<file path="config.mk">
export PLATFORM = sky130hd
export DESIGN_NAME = fixed_block_free_list_allocator_top
export DESIGN_NICKNAME = d
export VERILOG_FILES = /design/src/rtl/core/fbfla_pkg.sv /design/src/rtl/core/fixed_block_free_list_allocator_top.sv
export SDC_FILE = /design/constraint.sdc
export NUM_CORES = 2
export LEC_CHECK = 0
export BUFFER_PORTS_ARGS = -buffer_cell sky130_fd_sc_hd__buf_4
export CAP_MARGIN = 25
export CORE_UTILIZATION = 39
export CTS_CLUSTER_SIZE = 25
export DETAILED_ROUTE_END_ITERATION = 8
export PLACE_DENSITY = 0.54
export SYNTH_ARGS = -nofsm -noshare
export SYNTH_HDL_FRONTEND = slang
export SYNTH_SLANG_ARGS = --single-unit
</file>
<file path="constraint.sdc">
create_clock -name i_clk -period 34.2 [get_ports i_clk]
set_input_delay 5.13 -clock i_clk [delete_from_list [all_inputs] [get_ports i_clk]]
set_output_delay 5.13 -clock i_clk [all_outputs]
set_load 0.05 [all_outputs]
</file>
<file path="src/rtl/core/fbfla_pkg.sv">
`default_nettype none

package fbfla_pkg;

    typedef enum logic {
        OP_ALLOC = 1'b0,
        OP_FREE  = 1'b1
    } t_opcode;

    typedef enum logic [1:0] {
        ST_OK        = 2'd0,
        ST_EXHAUSTED = 2'd1,
        ST_TOO_LARGE = 2'd2,
        ST_BAD_FREE  = 2'd3
    } t_status;

    typedef enum logic {
        S_IDLE = 1'b0,
        S_EXEC = 1'b1
    } t_state;

    localparam logic [15:0] BLOCK_BYTES_RESET = 16'd64;
    localparam logic [31:0] INVALID_MAX       = 32'hFFFF_FFFF;

endpackage

`default_nettype wire

</file>
<file path="src/rtl/core/fixed_block_free_list_allocator_top.sv">
// An accepted item is captured alongside the synchronous read of the link memory; the
// result is written to the output register in the update state, with the write-back.
// A new item is taken only after the read-modify-write of the previous one (synchronous
// read, then update and write-back of the link memory) is through.
// A result waiting in the output register holds the update cycle until it is taken.
// Reset (synchronous, active low) is ready at once: blocks never handed out are
// tracked by a fill mark, so the memory needs no clearing pass.
`default_nettype none

module fixed_block_free_list_allocator_top #(
    parameter int NUM_BLOCKS = 256
) (
    input  wire logic        i_clk,
    input  wire logic        i_rst_n,

    input  wire logic        i_cfg_wr_en,
    input  wire logic [15:0] i_cfg_wr_data,

    input  wire logic        i_valid,
    output logic             o_ready,
    input  wire logic        i_opcode,
    input  wire logic [15:0] i_request_bytes,
    input  wire logic [7:0]  i_block_index,

    output logic             o_valid,
    input  wire logic        i_ready,
    output logic [1:0]       o_status,
    output logic [7:0]       o_granted_index,
    output logic [8:0]       o_free_blocks,
    output logic [31:0]      o_invalid_frees
);

    localparam int IW = (NUM_BLOCKS > 1) ? $clog2(NUM_BLOCKS) : 1;
    localparam int CW = $clog2(NUM_BLOCKS + 1);
    localparam logic [IW-1:0] LAST_IDX  = IW'(NUM_BLOCKS - 1);
    localparam logic [CW-1:0] CNT_RESET = CW'(NUM_BLOCKS);

    // Each memory word holds the allocated mark on top of the next link.
    logic [IW:0] r_mem [NUM_BLOCKS];
    logic [IW:0] r_rd_data;

    fbfla_pkg::t_state  r_state, n_state;
    fbfla_pkg::t_opcode r_op;
    logic [15:0]        r_req;
    logic               r_idx_ok;
    logic [IW-1:0]      r_addr;
    logic               r_rd_fresh;

    logic [IW-1:0] r_head, n_head;
    logic [CW-1:0] r_count, n_count;
    logic [CW-1:0] r_fresh, n_fresh;
    logic [31:0]   r_invalid, n_invalid;
    logic [15:0]   r_block_bytes;

    logic        r_out_valid;
    logic [1:0]  r_out_status;
    logic [7:0]  r_out_granted;
    logic [8:0]  r_out_free;
    logic [31:0] r_out_invalid;

    logic               accept;
    logic               do_exec;
    logic [IW-1:0]      rd_addr;
    logic [IW-1:0]      link;
    logic               mark;
    logic               too_large;
    logic               mem_we;
    logic [IW:0]        mem_wdata;
    fbfla_pkg::t_status status;
    logic [IW-1:0]      granted;

    // Next state.
    always_comb begin
        n_state = r_state;
        unique case (r_state)
            fbfla_pkg::S_IDLE: begin
                if (i_valid) begin
                    n_state = fbfla_pkg::S_EXEC;
                end
            end
            fbfla_pkg::S_EXEC: begin
                if (!r_out_valid || i_ready) begin
                    n_state = fbfla_pkg::S_IDLE;
                end
            end
            default: n_state = fbfla_pkg::S_IDLE;
        endcase
    end

    // State outputs.
    always_comb begin
        o_ready = 1'b0;
        do_exec = 1'b0;
        unique case (r_state)
            fbfla_pkg::S_IDLE: o_ready = 1'b1;
            fbfla_pkg::S_EXEC: do_exec = !r_out_valid || i_ready;
            default: begin
                o_ready = 1'b0;
                do_exec = 1'b0;
            end
        endcase
    end

    assign accept  = i_valid && o_ready;
    assign rd_addr = (i_opcode == fbfla_pkg::OP_FREE) ? IW'(i_block_index) : r_head;

    always_ff @(posedge i_clk) begin
        if (!i_rst_n) begin
            r_state <= fbfla_pkg::S_IDLE;
        end else begin
            r_state <= n_state;
        end
    end

    // Capture the item and the fill-mark test alongside the memory read.
    always_ff @(posedge i_clk) begin
        if (accept) begin
            r_op       <= fbfla_pkg::t_opcode'(i_opcode);
            r_req      <= i_request_bytes;
            r_idx_ok   <= 32'(i_block_index) < NUM_BLOCKS;
            r_addr     <= rd_addr;
            r_rd_fresh <= CW'(rd_addr) >= r_fresh;
        end
    end

    always_ff @(posedge i_clk) begin
        if (mem_we) begin
            r_mem[r_addr] <= mem_wdata;
        end
        if (accept) begin
            r_rd_data <= r_mem[rd_addr];
        end
    end

    // Entries at or above the fill mark were never handed out and still hold
    // their reset contents: unmarked, linked to the following block (the last one to block 0).
    always_comb begin
        if (r_rd_fresh) begin
            link = (r_addr == LAST_IDX) ? '0 : r_addr + IW'(1);
            mark = 1'b0;
        end else begin
            link = r_rd_data[IW-1:0];
            mark = r_rd_data[IW];
        end
    end

    assign too_large = r_req > r_block_bytes;

    always_comb begin
        n_head    = r_head;
        n_count   = r_count;
        n_fresh   = r_fresh;
        n_invalid = r_invalid;
        status    = fbfla_pkg::ST_OK;
        granted   = '0;
        mem_we    = 1'b0;
        mem_wdata = {1'b0, r_head};
        if (r_op == fbfla_pkg::OP_ALLOC) begin
            priority if (too_large) begin
                status = fbfla_pkg::ST_TOO_LARGE;
            end else if (r_count == '0) begin
                status = fbfla_pkg::ST_EXHAUSTED;
            end else begin
                granted   = r_addr;
                n_head    = link;
                n_count   = r_count - CW'(1);
                mem_we    = do_exec;
                mem_wdata = {1'b1, link};
                if (r_rd_fresh) begin
                    n_fresh = r_fresh + CW'(1);
                end
            end
        end else begin
            if (!r_idx_ok || !mark || too_large) begin
                status = fbfla_pkg::ST_BAD_FREE;
                if (r_invalid != fbfla_pkg::INVALID_MAX) begin
                    n_invalid = r_invalid + 32'd1;
                end
            end else begin
                n_head    = r_addr;
                n_count   = r_count + CW'(1);
                mem_we    = do_exec;
                mem_wdata = {1'b0, r_head};
            end
        end
    end

    always_ff @(posedge i_clk) begin
        if (!i_rst_n) begin
            r_head        <= '0;
            r_count       <= CNT_RESET;
            r_fresh       <= '0;
            r_invalid     <= '0;
            r_block_bytes <= fbfla_pkg::BLOCK_BYTES_RESET;
            r_out_valid   <= 1'b0;
        end else begin
            if (i_cfg_wr_en) begin
                r_block_bytes <= i_cfg_wr_data;
            end
            if (do_exec) begin
                r_head      <= n_head;
                r_count     <= n_count;
                r_fresh     <= n_fresh;
                r_invalid   <= n_invalid;
                r_out_valid <= 1'b1;
            end else if (i_ready) begin
                r_out_valid <= 1'b0;
            end
        end
    end

    always_ff @(posedge i_clk) begin
        if (do_exec) begin
            r_out_status  <= status;
            r_out_granted <= 8'(granted);
            r_out_free    <= 9'(n_count);
            r_out_invalid <= n_invalid;
        end
    end

    assign o_valid         = r_out_valid;
    assign o_status        = r_out_status;
    assign o_granted_index = r_out_granted;
    assign o_free_blocks   = r_out_free;
    assign o_invalid_frees = r_out_invalid;

endmodule

`default_nettype wire

</file>
==> results by group <==
Critical path
  • Top fanout value on the critical path: 128
  • Nature of the critical path endpoint: flop
  • Worst Path Arrival: 11.10 ns
  • Startpoint Class: primary input
  • Reg2Reg Setup Slack: 27.85 ns
  • Worst path required time: 34.85 ns
  • Critical path class: primary input to flop

Pwr
  • Leakage: 36.6 nW
  • Power Dens Cells: 59.7 nW/um2
  • Worst vdd ir: 0.0000424 V

Logic synthesis
  • Synth Instances: 6855
  • Top-area cell type share of the netlist area: 72.5%
  • EDFF count, synth: 2390
  • Unique cell type count in the Yosys netlist: 76
  • Dominant cells by area after synthesis: edfxtp_1 73%, mux2i_1 4.8%, nand2_1 4.6%
  • Syn_area_per_cell: 14.4 um2
  • Ys async rst share: 0%
  • Ys flop type: edfxtp_1
  • Yosys top cell by area: edfxtp_1
  • Post-synthesis sequential area ratio: 74.1%
  • Syn nets: 6933
  • Yosys Warn Count: 0
  • Synth Register Bits: 2466
  • Cell Area, Synth: 98900 um2

Cells and area
  • Most common cell after layout, fill and taps aside: edfxtp_1
  • Final net count: 7047
  • Share of cells above drive strength 1: 10.8%
  • Area Overhead vs Synth: 13.5%
  • Commonest non-fill, non-tap cells in the layout: 2390 x edfxtp_1, 1198 x nand2_1, 464 x mux2i_1

Flow run
  • Max-cap violations: 0

Detailed routing
  • Drt wl/cell: 28.7 um
  • Final wirelength: 301000 um
  • Total number of vias: 60691
  • Via density per instance: 5.78
  • ANT nets after route: 0
  • Drt first pass iters: 6
  • DRC: 0
  • DRT iter0 DRCs: 7220

Timing
  • WHS: 0.489 ns
  • Clock Skews: 0.0693 ns
  • TNS Setup: 0 ns
  • Hold Violations, Final: 0
  • Slew Viols, Final: 0
  • Rel. slew slack: 5.93%
  • Final Cycle Share: 30.6%
  • Slew @ Worst Pin: 1.41 ns
  • Tmin final: 10.45 ns
  • RSZ-0062 raised after global routing: no
  • Fmax: 0.0957 GHz
  • Finish-stage setup viols: 0

Clock tree
  • Num CTS Buffers: 274
  • Clock buffer depth: 4
  • Post-CTS Setup Bufs: 0
  • # resized after CTS: 0
  • Sink Count: 2466
  • CTS Hold Bufs: 0
  • Clock latency on the worst-skew pair: 0.95 ns
  • H-tree levels: 5
  • Reg clk slew, reported paths: 0.06 ns
  • CTS tree: built
  • Clk root buf: clkbuf_16

Global routing
  • Total grt overflow: 0
  • Largest net degree at the start of global routing: 189
  • Initial antenna violation count: 12
  • Vias in the first global route: 57884
  • Total Routing Usage GR: 23.1%
  • First-pass GRT wire length: 428000 um

Floorplan
  • # IOs: 99
  • Die area: 256000 um2
  • Core area: 252000 um2
  • Cell Rows: 184
  • Die Wd: 506 um
  • Die Y-Extent: 506 um
  • Initial Util: 39.3%

Placement
  • I/O Buffers: 98
  • GP Congestion: 0.835
  • DP HPWL: 170000 um

Outcome
  • Status: finished clean

Worst hold path
  • Hold crit path type: flop to flop
-- stage by stage --
step	power [W]	instance area [um2]	std cells	worst slack (ns)	utilization (%)
floorplan	0.00380	98900	6855	16.88	-
global placement	0.00401	104000	9988	22.87	41.1
detailed placement	0.00402	104000	10010	23.16	41.2
CTS	0.00674	112000	10467	24.12	44.4
global route	0.00688	112000	10499	23.70	44.6
finish	0.00671	112000	10504	23.75	44.6
-- routing by layer --
layer	GRT usage [%]	share of wire [%]	vias up
met5	0	0.0043	-
met4	7.84	3.3	2
met3	4.13	8.4	473
met2	36.1	46	2742
met1	32.6	42	31135
li1	-	-	26339
-- where the power goes --
| group | internal, W | switching (W) | total, W |
|---|---|---|---|
| clock network | 0.00159 | 0.00116 | 0.00275 |
| registers | 0.00339 | 0.0000105 | 0.00340 |
| logic | 0.000132 | 0.000424 | 0.000556 |
-- flip-flops by register name, indices dropped and copies added, names as in the netlist --
name	count
r_invalid	32
r_block_bytes	16
o_granted_index	8
o_free_blocks	9
r_fresh	9
o_invalid_frees	32
r_head	8
r_rd_data	9
r_op	1
r_state	1
r_count	9
r_req	16
r_rd_fresh	1
r_addr	8
r_mem	2304
o_status	2
o_valid	1
-- Yosys cell counts (86+ instances only) --
cell type and n:
edfxtp_1 2390, nand2_1 1201, mux2i_1 470, nor2_1 368, a21oi_1 335, nand3_1 334, clkbuf_1 272, o221ai_1 140
o22ai_1 126, o21ai_0 117, buf_1 105, nor3_1 102, mux4_2 86
-- path summary, 6_finish.rpt --
| path | from | end | cells after the start |
|---|---|---|---|
| setup reg to reg | r_head[1] | r_rd_data[7] | 12 |
| hold / removal | r_invalid[13] | r_invalid[13] | 2 |
| setup / recovery | i_opcode | r_rd_data[7] | 13 |
| hold reg to reg | r_invalid[13] | r_invalid[13] | 2 |
-- layout make-up --
cell class	instances	area, um2
antenna	6	15.0
clock buffer	352	7390
clock inverter	105	736
fill	22267	140000
inverter	52	233
multi-input combinational	3887	24000
sequential	2466	73300
tap	3348	4190
timing repair buffer	288	2440
-- worst max-delay path, cell delays in order --
cell	delay (ns)
buf_4	0.23
mux2i_4	0.26
inv_8	0.48
buf_12	0.45
buf_4	0.71
buf_4	0.59
buf_4	0.56
mux4_2	0.39
a2111oi_0	0.44
nor3_1	0.14
nor3_1	0.44
nor3_1	0.16
or4_1	0.54
-- cell families after synthesis --
logic type | Yosys count | synth area share (%)
AOI/OAI and AO/OA | 979 | 6.39
xor gates and xnor gates | 60 | 0.531
adders and majority gates | 32 | 0.405
buffers and inverters | 502 | 2.01
DFF | 2466 | 74.1
muxes | 560 | 6.76
and+or+nand+nor | 2256 | 9.83
No activity file was read; power rests on OpenSTA's default activity.
